### config.mk
export PLATFORM = sky130hd
export DESIGN_NAME = text_stream_line_number_filter_core
export DESIGN_NICKNAME = d
export VERILOG_FILES = /design/src/hdl/lnf_pkg.sv /design/src/hdl/lnf_front.sv /design/src/hdl/lnf_queue.sv /design/src/hdl/lnf_back.sv /design/src/hdl/text_stream_line_number_filter_core.sv
export SDC_FILE = /design/constraint.sdc
export NUM_CORES = 1
export LEC_CHECK = 0
export ABC_AREA = 0
export ABC_CLOCK_PERIOD_IN_PS = 4200
export BUFFER_PORTS_ARGS = -buffer_cell sky130_fd_sc_hd__buf_2
export CAP_MARGIN = 20
export CELL_PAD_IN_SITES_DETAIL_PLACEMENT = 2
export CELL_PAD_IN_SITES_GLOBAL_PLACEMENT = 2
export CORE_MARGIN = 2
export CORE_UTILIZATION = 46
export DETAILED_ROUTE_END_ITERATION = 16
export MAX_ROUTING_LAYER = met4
export PLACE_DENSITY = 0.85
export SLEW_MARGIN = 25
export SYNTH_ARGS = -nofsm -noshare
export SYNTH_HDL_FRONTEND = slang
export SYNTH_SLANG_ARGS = --single-unit
### constraint.sdc
create_clock -name clk -period 4.2 [get_ports clk]
set_input_delay 0.42 -clock clk [delete_from_list [all_inputs] [get_ports clk]]
set_output_delay 0.42 -clock clk [all_outputs]
set_load 0.02 [all_outputs]
### src/hdl/lnf_pkg.sv
package lnf_pkg;

  localparam int NUMBER_DIGITS = 6;
  localparam int CNT_W         = 4 * NUMBER_DIGITS;
  localparam int POS_W         = $clog2(NUMBER_DIGITS + 3);
  localparam int QUEUE_DEPTH   = 4;
  localparam int QPTR_W        = $clog2(QUEUE_DEPTH);
  localparam int CFG_IDX_W     = 3;

  // register indexes
  localparam logic [CFG_IDX_W-1:0] REG_NUMBER_ALL      = 3'd0;
  localparam logic [CFG_IDX_W-1:0] REG_NUMBER_NONBLANK = 3'd1;
  localparam logic [CFG_IDX_W-1:0] REG_SQUEEZE_BLANK   = 3'd2;
  localparam logic [CFG_IDX_W-1:0] REG_SHOW_LINE_ENDS  = 3'd3;
  localparam logic [CFG_IDX_W-1:0] REG_SHOW_TABS       = 3'd4;
  localparam logic [CFG_IDX_W-1:0] REG_SHOW_CONTROL    = 3'd5;

  localparam logic [7:0] CH_TAB      = 8'd9;
  localparam logic [7:0] CH_NL       = 8'd10;
  localparam logic [7:0] CH_SPACE    = 8'd32;
  localparam logic [7:0] CH_DOLLAR   = 8'd36;
  localparam logic [7:0] CH_ZERO     = 8'd48;
  localparam logic [7:0] CH_QMARK    = 8'd63;
  localparam logic [7:0] CH_I        = 8'd73;
  localparam logic [7:0] CH_CARET    = 8'd94;
  localparam logic [7:0] CH_DEL      = 8'd127;
  localparam logic [7:0] CTRL_OFFSET = 8'd64;

  typedef struct packed {
    logic number_all;
    logic number_nonblank;
    logic squeeze_blank;
    logic show_line_ends;
    logic show_tabs;
    logic show_control;
  } lnf_cfg_t;

  // one classified input byte waiting for the back end
  typedef struct packed {
    logic                     has_number;
    logic [CNT_W-1:0]         digits;
    logic [NUMBER_DIGITS-1:0] digit_shown;
    logic                     has_mark;
    logic [7:0]               mark_byte;
    logic [7:0]               ch;
  } lnf_item_t;

endpackage

### src/hdl/lnf_front.sv
module lnf_front (
  input  logic                         clk,
  input  logic                         rst,
  input  logic                         cfg_wr_en,
  input  logic [lnf_pkg::CFG_IDX_W-1:0] cfg_index,
  input  logic                         cfg_data,
  input  logic                         in_take,
  input  logic [7:0]                   in_byte,
  output logic                         item_valid,
  output lnf_pkg::lnf_item_t           item
);
  import lnf_pkg::*;

  lnf_cfg_t         cfg;
  logic [CNT_W-1:0] line_count;
  logic [CNT_W-1:0] line_count_next;
  logic             await_all;
  logic             await_nonblank;
  logic             last_was_newline;
  logic [1:0]       blank_run;
  logic [1:0]       blank_run_inc;

  logic nl;
  logic squeeze_hit;
  logic drop;
  logic number_all_mode;
  logic emit_number;
  logic all_nines;
  logic carry;
  logic seen;
  logic [3:0] d;
  logic [NUMBER_DIGITS-1:0] shown;
  logic has_mark;
  logic [7:0] ch_out;

  assign nl              = (in_byte == CH_NL);
  assign squeeze_hit     = cfg.squeeze_blank && nl && last_was_newline;
  assign blank_run_inc   = (blank_run == 2'd2) ? 2'd2 : blank_run + 2'd1;
  assign drop            = squeeze_hit && (blank_run_inc == 2'd2);
  assign number_all_mode = cfg.number_all && !cfg.number_nonblank;
  assign emit_number     = (number_all_mode && await_all) ||
                           (cfg.number_nonblank && !nl && await_nonblank);

  // bcd increment with saturation, and leading-blank mask
  always_comb begin
    line_count_next = line_count;
    carry = 1'b1;
    all_nines = 1'b1;
    seen = 1'b0;
    d = 4'd0;
    for (int i = 0; i < NUMBER_DIGITS; i++) begin
      d = line_count[4*i +: 4];
      if (d != 4'd9) all_nines = 1'b0;
      if (carry) begin
        if (d == 4'd9) begin
          line_count_next[4*i +: 4] = 4'd0;
        end else begin
          line_count_next[4*i +: 4] = d + 4'd1;
          carry = 1'b0;
        end
      end
    end
    if (all_nines) line_count_next = line_count;
    for (int i = NUMBER_DIGITS - 1; i >= 0; i--) begin
      if (line_count[4*i +: 4] != 4'd0 || i == 0) seen = 1'b1;
      shown[i] = seen;
    end
  end

  always_comb begin
    has_mark = 1'b0;
    ch_out   = in_byte;
    if (cfg.show_line_ends && nl) has_mark = 1'b1;
    if (cfg.show_tabs && in_byte == CH_TAB) begin
      has_mark = 1'b1;
      ch_out   = CH_I;
    end else if (cfg.show_control) begin
      if (in_byte < CH_TAB || (in_byte > CH_NL && in_byte < CH_SPACE)) begin
        has_mark = 1'b1;
        ch_out   = in_byte + CTRL_OFFSET;
      end else if (in_byte == CH_DEL) begin
        has_mark = 1'b1;
        ch_out   = CH_QMARK;
      end
    end
  end

  assign item_valid       = in_take && !drop;
  assign item.has_number  = emit_number;
  assign item.digits      = line_count;
  assign item.digit_shown = shown;
  assign item.has_mark    = has_mark;
  assign item.mark_byte   = nl ? CH_DOLLAR : CH_CARET;
  assign item.ch          = ch_out;

  always_ff @(posedge clk) begin
    if (rst) begin
      cfg              <= '0;
      line_count       <= {{(CNT_W-1){1'b0}}, 1'b1};
      await_all        <= 1'b1;
      await_nonblank   <= 1'b1;
      last_was_newline <= 1'b1;
      blank_run        <= 2'd0;
    end else begin
      if (cfg_wr_en) begin
        case (cfg_index)
          REG_NUMBER_ALL:      cfg.number_all      <= cfg_data;
          REG_NUMBER_NONBLANK: cfg.number_nonblank <= cfg_data;
          REG_SQUEEZE_BLANK:   cfg.squeeze_blank   <= cfg_data;
          REG_SHOW_LINE_ENDS:  cfg.show_line_ends  <= cfg_data;
          REG_SHOW_TABS:       cfg.show_tabs       <= cfg_data;
          REG_SHOW_CONTROL:    cfg.show_control    <= cfg_data;
          default: ;
        endcase
      end
      if (in_take) begin
        blank_run <= squeeze_hit ? blank_run_inc : 2'd0;
        if (!drop) begin
          if (number_all_mode) await_all <= nl;
          if (cfg.number_nonblank) await_nonblank <= nl;
          if (emit_number) line_count <= line_count_next;
          last_was_newline <= nl;
        end
      end
    end
  end

endmodule

### src/hdl/lnf_queue.sv
module lnf_queue (
  input  logic               clk,
  input  logic               rst,
  input  logic               wr_en,
  input  lnf_pkg::lnf_item_t wr_item,
  output logic               full,
  input  logic               rd_en,
  output logic               not_empty,
  output lnf_pkg::lnf_item_t rd_item
);
  import lnf_pkg::*;

  lnf_item_t          entries [QUEUE_DEPTH];
  logic [QPTR_W-1:0]  head;
  logic [QPTR_W-1:0]  tail;
  logic [QPTR_W:0]    count;

  assign full      = (count == (QPTR_W+1)'(QUEUE_DEPTH));
  assign not_empty = (count != '0);
  assign rd_item   = entries[head];

  always_ff @(posedge clk) begin
    if (rst) begin
      head  <= '0;
      tail  <= '0;
      count <= '0;
    end else begin
      if (wr_en) tail <= tail + 1'b1;
      if (rd_en) head <= head + 1'b1;
      if (wr_en && !rd_en)      count <= count + 1'b1;
      else if (rd_en && !wr_en) count <= count - 1'b1;
    end
  end

  always_ff @(posedge clk) begin
    if (wr_en) entries[tail] <= wr_item;
  end

endmodule

### src/hdl/lnf_back.sv
module lnf_back (
  input  logic               clk,
  input  logic               rst,
  input  logic               item_avail,
  input  lnf_pkg::lnf_item_t item,
  output logic               item_done,
  output logic               out_valid,
  input  logic               out_take,
  output logic [7:0]         out_byte,
  output logic               run_end
);
  import lnf_pkg::*;

  logic [POS_W-1:0] pos;
  logic [POS_W-1:0] body_start;
  logic [POS_W-1:0] last_pos;
  logic [3:0]       digit;
  logic             shown;
  logic [7:0]       cur_byte;
  logic             is_last;
  logic             advance;

  assign body_start = item.has_number ? POS_W'(NUMBER_DIGITS + 1) : '0;
  assign last_pos   = body_start + {{(POS_W-1){1'b0}}, item.has_mark};
  assign is_last    = (pos == last_pos);
  assign advance    = !out_valid || out_take;
  assign item_done  = advance && item_avail && is_last;

  // most significant digit goes out first
  always_comb begin
    digit = 4'd0;
    shown = 1'b0;
    for (int j = 0; j < NUMBER_DIGITS; j++) begin
      if (pos == POS_W'(NUMBER_DIGITS - 1 - j)) begin
        digit = item.digits[4*j +: 4];
        shown = item.digit_shown[j];
      end
    end
  end

  always_comb begin
    if (item.has_number && pos < POS_W'(NUMBER_DIGITS)) begin
      cur_byte = shown ? CH_ZERO + {4'd0, digit} : CH_SPACE;
    end else if (item.has_number && pos == POS_W'(NUMBER_DIGITS)) begin
      cur_byte = CH_TAB;
    end else if (item.has_mark && pos == body_start) begin
      cur_byte = item.mark_byte;
    end else begin
      cur_byte = item.ch;
    end
  end

  always_ff @(posedge clk) begin
    if (rst) begin
      out_valid <= 1'b0;
      pos       <= '0;
    end else if (advance) begin
      out_valid <= item_avail;
      if (item_avail) pos <= is_last ? '0 : pos + 1'b1;
    end
  end

  always_ff @(posedge clk) begin
    if (advance && item_avail) begin
      out_byte <= cur_byte;
      run_end  <= is_last;
    end
  end

endmodule

### src/hdl/text_stream_line_number_filter_core.sv
// text stream line-number filter: rewrites a byte stream one byte at a time
// input side is a queue write port: in_byte is taken at an edge with push
// high and full low; one byte per cycle is accepted while full stays low
// output side is a queue read port: out_byte/run_end hold the oldest byte
// while empty is low and leave at an edge with pop high; run_end marks the
// last byte produced for one input byte (a squeezed blank line gives none)
// each input byte yields zero to nine output bytes (line number prefix of
// six digits and a tab, an optional '$' or '^' mark, the byte itself)
// an input byte enters the queue as it is taken; with the back end idle, its
// first output byte is registered from the head; throughput is one output
// byte per cycle with pop high, so plain bytes run one per cycle in and out
// the rate is set by the back end, which emits one byte a cycle from the
// head of a four-entry queue; the front end classifies at one byte a cycle
// when pop is held low the output byte holds, the queue fills and full rises
// configuration writes (cfg_wr_en, cfg_index, cfg_data) take effect at once
// and are meant for idle periods; reset clears all modes, sets the line
// number to one, and empties queue and output
module text_stream_line_number_filter_core (
  input  logic                          clk,
  input  logic                          rst,
  input  logic                          cfg_wr_en,
  input  logic [lnf_pkg::CFG_IDX_W-1:0] cfg_index,
  input  logic                          cfg_data,
  input  logic                          push,
  output logic                          full,
  input  logic [7:0]                    in_byte,
  output logic                          empty,
  input  logic                          pop,
  output logic [7:0]                    out_byte,
  output logic                          run_end
);
  import lnf_pkg::*;

  logic      in_take;
  logic      item_valid;
  lnf_item_t item_in;
  lnf_item_t item_head;
  logic      head_avail;
  logic      head_done;
  logic      out_valid;

  assign in_take = push && !full;
  assign empty   = !out_valid;

  lnf_front u_front (
    .clk        (clk),
    .rst        (rst),
    .cfg_wr_en  (cfg_wr_en),
    .cfg_index  (cfg_index),
    .cfg_data   (cfg_data),
    .in_take    (in_take),
    .in_byte    (in_byte),
    .item_valid (item_valid),
    .item       (item_in)
  );

  lnf_queue u_queue (
    .clk       (clk),
    .rst       (rst),
    .wr_en     (item_valid),
    .wr_item   (item_in),
    .full      (full),
    .rd_en     (head_done),
    .not_empty (head_avail),
    .rd_item   (item_head)
  );

  lnf_back u_back (
    .clk        (clk),
    .rst        (rst),
    .item_avail (head_avail),
    .item       (item_head),
    .item_done  (head_done),
    .out_valid  (out_valid),
    .out_take   (pop),
    .out_byte   (out_byte),
    .run_end    (run_end)
  );

endmodule

# After elaboration in Yosys (flattened, before gate mapping)
# Memories as Yosys holds them, arrays and structs flattened. A register that Yosys moved wholly into a read port is not among the register bits.
# Index checks and enable logic that the tools add are counted.
# totals
regBits	56
ramBits	184
input_bits	17
output_inout_bits	11
wordCells	192
mem_count	1
# classes
addsub	15
n_lt_le_gt_ge	4
eq_ne	31
muxes	62
n_bitwise	2
n_reduce_logical	54
# memory_table
name	depth	width	read_ports	rd_ports_with_merged_regs	wr	line	rtl
u_queue.entries	4	46	1	1	1	lnf_queue.sv:13	lnf_item_t entries [QUEUE_DEPTH];
# op_table
cell	count
8-bit two-way mux	8
4-bit two-way mux	13
1-bit two-way mux	33
4-bit by 1-bit adder with 4-bit output (second input constant)	7
5-bit AND reduction	5
4-bit equality test (second input constant)	6
4-bit inequality test (second input constant)	6
4-bit nonzero test	5
1-bit logical AND	19
8-bit by 4-bit equality test with 1-bit output (second input constant)	2
2-bit AND reduction	8
4-bit by 3-bit equality test with 1-bit output (second input constant)	3
3-bit equality test (second input constant)	3
3-bit two-way mux	3
8-bit by 7-bit adder with 8-bit output (second input constant)	1
4-bit by 2-bit equality test with 1-bit output (second input constant)	2
4-bit equality test	2
8-bit by 7-bit equality test with 1-bit output (second input constant)	1
8-bit by 4-bit > comparator with 1-bit output (second input constant)	1
8-bit by 4-bit less-than comparator with 1-bit output (second input constant)	1
8-bit by 6-bit less-than comparator with 1-bit output (second input constant)	1
2-bit two-way mux	4
6-bit by 4-bit adder with 7-bit output (first input constant)	1
1-bit zero test	7
18 further kinds	26

# Depth between registers and ports, before layout
# Gate-level depths: netlist (run 1).
# depth
depth_word	10
ltp_mapped	13
mapped_depth_nobuf	12

# Hierarchy
# Synthesis (run 1) repeated with hierarchy kept, for this count alone.
# hier_totals
hier_cells	721
hier_area_um2	10785.3
# by_module_without_submodules
mod	instances	cells_each	area_each_um2	seq_area_each_um2
lnf_queue	1	294	7348.3	5945.7
lnf_front	1	288	2254.7	700.7
lnf_back	1	137	1164.9	370.4
text_stream_line_number_filter_core	1	2	17.5	0.0

# Worst setup path before layout (run 1)
# Ideal clock, no wire load.
# synth_path
path_kind	reg-to-reg
from	register (tool-made name)
to	register u_queue.count[2]
setup_ns	0.070
arrival_time_ns	2.933
required_ns	4.130
setup_slack_ns	1.197
stages_incl_launch_ff	13
n_path_buf	1
period_less_slack_ns	3.003
path_cell_list	dfxtp_1 buf_6 mux4_2 ha_1 or3_1 a211oi_1 nand2_1 ha_1 inv_1 fa_1 xor2_1 or3_1 a21oi_1
# synth_rtl
element	line	rtl
end signal: assignment	lnf_queue.sv:30	if (wr_en && !rd_en) count <= count + 1'b1;
end signal: assignment	lnf_queue.sv:31	else if (rd_en && !wr_en) count <= count - 1'b1;
end: declaration	lnf_queue.sv:16	logic [QPTR_W:0] count;

==> flow_summary.json, run 1 <==
{
  "grt_start_max_net_pins": 51,
  "synth-main-ff-cell": "edfxtp_1",
  "synth_xor_xnor_area_share_pct": 1.183,
  "synth_cells": 659,
  "post_drt_wl_per_cell_um": 29.63,
  "wl_mm": 29.03,
  "p_sw_mw": 1.861,
  "hp-class": "in2reg",
  "ioPinCount": 28,
  "drt_iter0_drc": 600,
  "ant_nets": 0,
  "relSlewSlack_pct": 27.69,
  "synth_nets": 692,
  "r2r_cells": 13,
  "post-route-period-util_pct": 88.74,
  "viasPerCell": 6.291,
  "nets": 724,
  "final_common_cell": "edfxtp_1",
  "first_global_vias": 6765,
  "critPathMaxFanout": 12,
  "hold_path_depth": 1,
  "cts-htree-levels": 1,
  "gp_congestion": 0.7737,
  "critPathCaptureType": "flip-flop",
  "hpwl_mm": 17.42,
  "die_w_um": 148.6,
  "synth_top_area_share_pct": 53.99,
  "p_clk_share_pct": 35.5,
  "cts_made_buffers": 24,
  "cts_tree": "yes",
  "swShare_pct": 29.51,
  "setup-violations-final": 0,
  "required_ns": 4.64,
  "cpPeakStageDelay_ns": 0.69,
  "rsz0062_at_grt": "no",
  "cts_sinks": 222,
  "hold_viol": 0,
  "seqPwrFrac_pct": 44.2,
  "std_cell_rows": 52,
  "clock_skew_ns": 0.01330,
  "reg2reg_slack_ns": 0.47,
  "final_util_pct": 53.37,
  "overflow": 0,
  "synth_cell_type_count": 65,
  "ir_drop_uv": 333.5,
  "synth_top_family_by_area": "simple AND/OR/NAND/NOR gates",
  "die_h_um": 148.6,
  "start_kind": "flip-flop",
  "synth_largest_area_cell": "edfxtp_1",
  "grt.total_usage_pct": 27.99,
  "cts_hold_buf": 0,
  "cts-root-buf": "clkbuf_16",
  "timing.rr.end": "u_queue.count[2]",
  "max_cap_violations": 0,
  "drv_slew": 0,
  "worstPathArrival_ns": 4.17,
  "clock_latency_ns": 0.52,
  "drc_errors": 0,
  "num_vias": 6165,
  "core_area_um2": 20360,
  "powerDensity_nw_per_um2": 580.3,
  "synth.area.top_cells": "edfxtp_1 (54%), dfxtp_1 (10%), mux4_2 (7.3%)",
  "synth_compound_gate_area_share_pct": 6.254,
  "period_minus_slack_ns": 3.727,
  "instances_no_fill": 980,
  "post-cts-setup-buffers": 0,
  "clk_pin_slew_ns": 0.07,
  "tns_ns": 0,
  "yosysSeqAreaShare_pct": 64.18,
  "final_cell_mix": "edfxtp_1 (173), dfxtp_1 (48), nor2_1 (38), mux4_2 (31), nand2_1 (29)",
  "nFillCells": 1806,
  "internal-power_mw": 4.446,
  "antenna_found_initial": 1,
  "hp-start": "in_byte[2]",
  "grt_first_pass_wirelength_mm": 44.32,
  "synth-edff-count": 173,
  "ys_seq_elements": 222,
  "synthSimpleGateAreaFrac_pct": 11.85,
  "initial_utilization_pct": 47.25,
  "fmax_mhz": 268.3,
  "drive_above_1_share_pct": 17.91,
  "p_comb_share_pct": 20.3,
  "ys_warn_count": 0,
  "ys_async_sr_fraction_pct": 0,
  "synthesis.area_um2": 9623,
  "crit_end": "u_queue.count[2]",
  "holdWs_ns": 0.2179,
  "placed_cells": 935,
  "io_buffer_count": 27,
  "crit_chain": "mux4_1, inv_1, ha_1, xnor2_1, a211oi_1, buf_4, nand2_1, ha_1, inv_1, fa_1, xor2_1, or3_1, a21oi_1",
  "syn2layout_area_growth_pct": 12.94,
  "max_slew.worst_pin.slew_ns": 1.070,
  "synthMuxAreaShare_pct": 11.81,
  "clock_tree.buffer_depth": 3,
  "synth_adder_area_share_pct": 2.158,
  "drtPass1Iterations": 5,
  "die-area_um2": 22090,
  "status": "finished, final reports clean",
  "worstSetupPathType": "reg2reg",
  "p_leak_nw": 3.686,
  "syn_area_per_cell_um2": 14.60,
  "cts_resized": 0,
  "multi_input_area_um2": 3204,
  "slowest_stage": "dfxtp_1",
  "register_area_um2": 6180
}
## metal layers
layer | track usage [%] | routed length (um) | vias up | part of all wire [%]
met5 | - | 0 | - | 0
met4 | 8.476 | 899 | 0 | 3.1
met3 | 5.000 | 1776 | 61 | 6.1
met2 | 46.04 | 14570 | 239 | 50
met1 | 35.82 | 11790 | 3223 | 41
li1 | - | - | 2642 | -
## power by group through the flow
| stage | clock, mW | combinational, mW | sequential, mW |
|---|---|---|---|
| finish | 2.24 | 1.28 | 2.79 |
| global route | 2.35 | 1.37 | 2.81 |
| CTS | 2.27 | 1.28 | 2.79 |
| detailed placement | 0 | 1.23 | 2.82 |
| global placement | 0 | 1.12 | 2.78 |
| floorplan | 0 | 0.762 | 2.83 |
## state kept, by name, summed over array words and instances, names as in the netlist, named ones only
register	count
u_back.run_end	1
u_front.cfg	6
u_front.await_nonblank	1
u_back.pos	4
u_back.out_valid	1
u_queue.entries	164
u_back.out_byte	8
u_queue.count	3
u_front.await_all	1
u_front.line_count	24
u_queue.tail	2
u_front.blank_run	2
u_front.last_was_newline	1
u_queue.head	2
## logic make-up after synthesis
group | count (synthesis)
flip-flops | 222
AND/OR/NAND/NOR | 193
AO/OA/AOI/OAI | 94
multiplexers | 66
buffers and inverters | 55
adder cells (fa/ha/maj) | 16
XOR/XNOR | 13
## synth_stat cells (4+ instances only)
cell and count:
and2_1 9, buf_1 5, ha_1 15, mux2_2 5
mux4_2 31, nand2_1 29, dfxtp_1 49, nor2_1 38
nor2b_1 11, nand3b_1 6, a32oi_1 5, buf_2 6
xor2_1 8, a31oi_1 5, a21oi_1 27, edfxtp_1 173
nand3_1 17, mux2i_1 25, buf_4 5, o21ai_0 17
mux4_1 5, nand4_1 18, o22ai_1 11, clkbuf_1 13
nand2b_1 4, o31ai_1 5, or4_1 5, inv_1 23
a211oi_1 4, xnor2_1 5, nor4_1 7, and3_1 6
or3_1 8, nor3_1 7, nor3b_1 7
## worst min-delay path by stage
stage                     slack, ns                     to
after floorplan                0.44   u_front.blank_run[1]
after global placement         0.46   u_front.blank_run[1]
after detailed placement       0.50   u_front.blank_run[1]
after CTS                      0.19  u_queue.entries[2][4]
after global routing           0.20  u_queue.entries[3][2]
final                          0.22  u_queue.entries[3][2]
## critical path, delay by kind of cell, from the launching register on
kind                     cells  cell delay (ns)
adder cells (fa/ha/maj)      3             0.91
flip-flops                   1             0.69
AND/OR/NAND/NOR              2             0.47
multiplexers                 1             0.45
XOR/XNOR                     2             0.43
buffers and inverters        3             0.43
AO/OA/AOI/OAI                2             0.26
## area by class of cell
type                       count  share of cell area, %
antenna                        1                0.02303
clock buffer                  31                  6.240
clock inverter                13                  1.405
inverter                      24                 0.8289
multi-input combinational    382                  29.48
sequential                   222                  56.86
tap                          270                  3.108
timing repair buffer          37                  2.049
## stage by stage
stage	power (mW)	worst slack, ns	area [um2]
finish	6.307	0.4729	10870
global route	6.527	0.3212	10870
CTS	6.336	0.4681	10870
detailed placement	4.054	0.5702	10030
global placement	3.904	0.8916	10030
floorplan	3.589	1.197	9623
No activity file was read; power rests on OpenSTA's default activity.
==> inputs of run 2 (changes only) <==
- ABC_CLOCK_PERIOD_IN_PS: 4200 -> 4500
- CORE_UTILIZATION: 46 -> 49
- PLACE_DENSITY: 0.85 -> 0.89
- clock period: 4.2 -> 4.5 ns (I/O delays scaled with it)
==> flow_summary.json, run 2 (synthesis results as in run 1) <==
{
  "worstPathArrival_ns": 4.32,
  "crit_family": "simple AND/OR/NAND/NOR gates",
  "max_cap_violations": 0,
  "timing.rr.end": "u_queue.count[2]",
  "drive_above_1_share_pct": 17.95,
  "grt_start_max_net_pins": 43,
  "reg2reg_slack_ns": 0.60,
  "drtPass1Iterations": 5,
  "pre_cts_ws_ns": 0.8134,
  "final_common_cell": "edfxtp_1",
  "ioPinCount": 28,
  "cts_resized": 0,
  "worst_slack_ns": 0.5970,
  "cts_made_buffers": 24,
  "antenna_found_initial": 2,
  "worstSetupPathType": "reg2reg",
  "gp_congestion": 0.7840,
  "die_h_um": 144.1,
  "post-cts-setup-buffers": 0,
  "wl_mm": 31.25,
  "syn2layout_area_growth_pct": 12.31,
  "top_register": "u_queue.entries",
  "clock_tree.buffer_depth": 3,
  "critical_path_buf_inv_count": 3,
  "grt_util_met3_pct": 4.371,
  "num_vias": 6344,
  "grt_first_pass_wirelength_mm": 46.64,
  "slowest_stage": "a211oi_1",
  "die-area_um2": 20780,
  "io_buffer_count": 27,
  "cts_sinks": 222,
  "hpwl_mm": 19.19,
  "ant_nets": 0,
  "overflow": 0,
  "largest_reg_flops": 164,
  "fmax_mhz": 256.2,
  "post-route-period-util_pct": 86.73,
  "period_minus_slack_ns": 3.903,
  "max_slew.worst_pin.slew_ns": 1.002,
  "use_met1_pct": 40.95,
  "start_kind": "flip-flop",
  "drv_slew": 0,
  "register_area_um2": 6177,
  "clock_skew_ns": 0.02535,
  "hold_path_depth": 1,
  "nFillCells": 1787,
  "drt_iter0_drc": 660,
  "status": "finished, final reports clean",
  "rsz0062_at_grt": "no",
  "r2r_cells": 13,
  "multi_input_area_um2": 3211,
  "relSlewSlack_pct": 33.18,
  "post_drt_wl_per_cell_um": 31.89,
  "cts_tree": "yes",
  "ir_drop_uv": 255.6,
  "die_w_um": 144.1,
  "initial_utilization_pct": 49.61,
  "required_ns": 4.92,
  "critPathMaxFanout": 14,
  "met2_usage_pct": 53.83,
  "viasPerCell": 6.473,
  "core_area_um2": 19400,
  "tns_ns": 0,
  "powerDensity_nw_per_um2": 534.8,
  "first_global_vias": 6851,
  "setup-violations-final": 0,
  "grt.total_usage_pct": 31.90,
  "critPathCaptureType": "flip-flop",
  "nets": 728,
  "p_leak_nw": 3.673,
  "cp.depth": 13,
  "cts_hold_buf": 0,
  "final_cell_mix": "edfxtp_1 (173), dfxtp_1 (48), nor2_1 (38), mux4_2 (31), nand2_1 (29)",
  "min_delay_worst_endpoint": "u_queue.entries[0][0]",
  "drc_errors": 0,
  "hold_viol": 0,
  "hp-class": "in2reg",
  "cpPeakStageDelay_ns": 0.53,
  "cts-root-buf": "clkbuf_16",
  "reg.largest.list": "u_queue.entries: 164 flops, u_front.line_count: 24 flops, u_back.out_byte: 8 flops",
  "cts-htree-levels": 1,
  "clock_latency_ns": 0.52,
  "hp-start": "in_byte[0]",
  "busiest_layer": "met2",
  "std_cell_rows": 51,
  "clk_pin_slew_ns": 0.06,
  "crit_chain": "buf_4, mux4_1, inv_1, ha_1, or3_1, a211oi_1, nand2_1, ha_1, inv_1, fa_1, xor2_1, or3_1, a21oi_1"
}
[run 2: changes by cell type in the layout (fill, tap and decap cells not counted), moves of 2 or more]
cell	previous run	this run
buf_4	9	14
clkbuf_1	3	7
clkinv_2	2	5
clkinv_4	3	0
bufinv_16	3	1
[run 2: worst max-delay path by stage]
stage | end | slack, ns | startpoint
after floorplan | u_queue.count[2] | 1.50 | flip-flop
after global placement | u_queue.count[2] | 1.37 | flip-flop
after detailed placement | u_queue.count[2] | 0.81 | flip-flop
after CTS | u_queue.count[2] | 0.74 | flip-flop
after global routing | u_queue.count[2] | 0.50 | flip-flop
final | u_queue.count[2] | 0.60 | flip-flop
[run 2: final cells by class]
cell class / instances / share of cell area (%)
timing repair buffer: 41 / 2.223
multi-input combinational: 382 / 29.71
tap: 265 / 3.068
sequential: 222 / 57.15
inverter: 24 / 0.8335
clock buffer: 34 / 6.286
antenna: 2 / 0.04631
clock inverter: 10 / 0.6830
[run 2: stage by stage]
step / area [um2] / std cells / hold WS, ns / power (mW) / utilization, %
4_1_cts: 10800 / 978 / 0.2210 / 5.779 / 55.66
3_3_place_gp: 10040 / 934 / 0.4717 / 3.638 / 51.77
2_1_floorplan: 9623 / 659 / 0.4437 / 3.350 / -
3_5_place_dp: 10040 / 934 / 0.4986 / 3.802 / 51.77
5_1_grt: 10810 / 980 / 0.2393 / 5.949 / 55.71
6_report: 10810 / 980 / 0.2491 / 5.780 / 55.71
[run 2: per-layer routing]
metal | wire length, um | share of wire (%) | vias up
met5 | 0 | 0 | -
met4 | 875 | 2.8 | 0
met3 | 1607 | 5.1 | 70
met2 | 16020 | 51 | 256
met1 | 12750 | 41 | 3365
li1 | - | - | 2653
[run 2: power breakdown]
part           switching [mW]  internal (mW)
clock network           0.820           1.11
registers               0.134           2.48
logic                   0.808          0.433
==> inputs of run 3 (changes only) <==
- MAX_ROUTING_LAYER: met4 -> default
==> flow_summary.json, run 3 (synthesis results as in run 1) <==
{
  "ant_nets": 0,
  "viasPerCell": 6.484,
  "largest_reg_flops": 164,
  "cpPeakStageDelay_ns": 0.49,
  "drive_above_1_share_pct": 17.95,
  "post-cts-setup-buffers": 0,
  "critPathMaxFanout": 14,
  "ioPinCount": 28,
  "hp-start": "in_byte[5]",
  "post_drt_wl_per_cell_um": 31.78,
  "slowest_stage": "a211oi_1",
  "fmax_mhz": 257.3,
  "core_area_um2": 19400,
  "relSlewSlack_pct": 33.48,
  "critical_path_buf_inv_count": 3,
  "final_cell_mix": "edfxtp_1 (173), dfxtp_1 (48), nor2_1 (38), mux4_2 (31), nand2_1 (29)",
  "start_kind": "flip-flop",
  "top_register": "u_queue.entries",
  "worstSetupPathType": "reg2reg",
  "cts-htree-levels": 1,
  "clk_pin_slew_ns": 0.07,
  "status": "finished, final reports clean",
  "period_minus_slack_ns": 3.887,
  "cts_hold_buf": 0,
  "grt_start_max_net_pins": 43,
  "drtPass1Iterations": 5,
  "wl_mm": 31.15,
  "die_h_um": 144.1,
  "grt.total_usage_pct": 30.99,
  "drt_iter0_drc": 608,
  "ir_drop_uv": 255.6,
  "gp_congestion": 0.7735,
  "max_slew.worst_pin.slew_ns": 0.9874,
  "reg.largest.list": "u_queue.entries: 164 flops, u_front.line_count: 24 flops, u_back.out_byte: 8 flops",
  "finalPower_mw": 5.783,
  "instances_no_fill": 980,
  "crit_family": "simple AND/OR/NAND/NOR gates",
  "syn2layout_area_growth_pct": 12.31,
  "initial_utilization_pct": 49.61,
  "tns_ns": 0,
  "nets": 728,
  "worstPathArrival_ns": 4.30,
  "cts_tree": "yes",
  "hp-class": "in2reg",
  "hold_viol": 0,
  "drv_slew": 0,
  "antenna_found_initial": 2,
  "cts_made_buffers": 24,
  "clock_skew_ns": 0.02613,
  "die-area_um2": 20780,
  "nFillCells": 1787,
  "num_vias": 6354,
  "r2r_cells": 13,
  "min_delay_worst_endpoint": "u_queue.entries[0][5]",
  "placed_cells": 934,
  "clock_latency_ns": 0.52,
  "powerDensity_nw_per_um2": 535.1,
  "cts-root-buf": "clkbuf_16",
  "max_cap_violations": 0,
  "rsz0062_at_grt": "no",
  "cts_sinks": 222,
  "p_leak_nw": 3.673,
  "required_ns": 4.92,
  "clock_tree.buffer_depth": 3,
  "grt_first_pass_wirelength_mm": 46.55,
  "hold_path_depth": 1,
  "first_global_vias": 6869,
  "drc_errors": 0,
  "reg2reg_slack_ns": 0.61,
  "die_w_um": 144.1,
  "hpwl_mm": 19.19,
  "timing.rr.end": "u_queue.count[2]",
  "setup-violations-final": 0,
  "post-route-period-util_pct": 86.37,
  "critPathCaptureType": "flip-flop",
  "std_cell_rows": 51,
  "crit_chain": "buf_4, mux4_1, inv_1, ha_1, or3_1, a211oi_1, nand2_1, ha_1, inv_1, fa_1, xor2_1, or3_1, a21oi_1",
  "final_common_cell": "edfxtp_1",
  "holdWs_ns": 0.2464,
  "io_buffer_count": 27,
  "overflow": 0,
  "cts_resized": 0
}
[run 3: cell counts in the layout (fill, tap and decap cells not counted)]
Identical to the previous run, type by type.
[run 3: per-layer routing]
layer,vias up,wire length (um),GRT usage [%]
met3,63,1775,4.073
met4,0,916,9.249
li1,2645,-,-
met5,-,0,0
met1,3334,12570,41.29
met2,312,15880,53.53
[run 3: where the power goes]
part	internal, mW	total (mW)	switching, mW
combinational	0.433	1.24	0.807
clock	1.11	1.93	0.826
sequential	2.48	2.61	0.132
[run 3: worst max path at each step]
stage,start,to,slack [ns],cells past startpoint
after global placement,flip-flop,u_queue.count[2],1.37,11
after floorplan,flip-flop,u_queue.count[2],1.50,12
final,flip-flop,u_queue.count[2],0.61,13
after detailed placement,flip-flop,u_queue.count[2],0.81,13
after CTS,flip-flop,u_queue.count[2],0.74,13
after global routing,flip-flop,u_queue.count[2],0.51,13
[run 3: worst reg2reg max path: stages (launching register included)]
cell and delay (ns):
dfxtp_1 0.38, buf_4 0.29, mux4_1 0.30, inv_1 0.15, ha_1 0.28, or3_1 0.37
a211oi_1 0.49, nand2_1 0.27, ha_1 0.31, inv_1 0.09, fa_1 0.22, xor2_1 0.11
or3_1 0.32, a21oi_1 0.21
[run 3: cell type report]
class	count	area [um2]	share of cell area, %
timing repair buffer	41	240.2	2.223
inverter	24	90.09	0.8335
sequential	222	6177	57.15
antenna	2	5.005	0.04631
multi-input combinational	382	3211	29.71
tap	265	331.6	3.068
clock inverter	10	73.82	0.6830
clock buffer	34	679.4	6.286
[run 3: per-stage QoR]
| step | util, % | cell area, um2 | worst slack (ns) |
|---|---|---|---|
| global route | 55.71 | 10810 | 0.5052 |
| floorplan | - | 9623 | 1.497 |
| detailed placement | 51.77 | 10040 | 0.8134 |
| global placement | 51.77 | 10040 | 1.372 |
| CTS | 55.66 | 10800 | 0.7445 |
| finish | 55.71 | 10810 | 0.6133 |
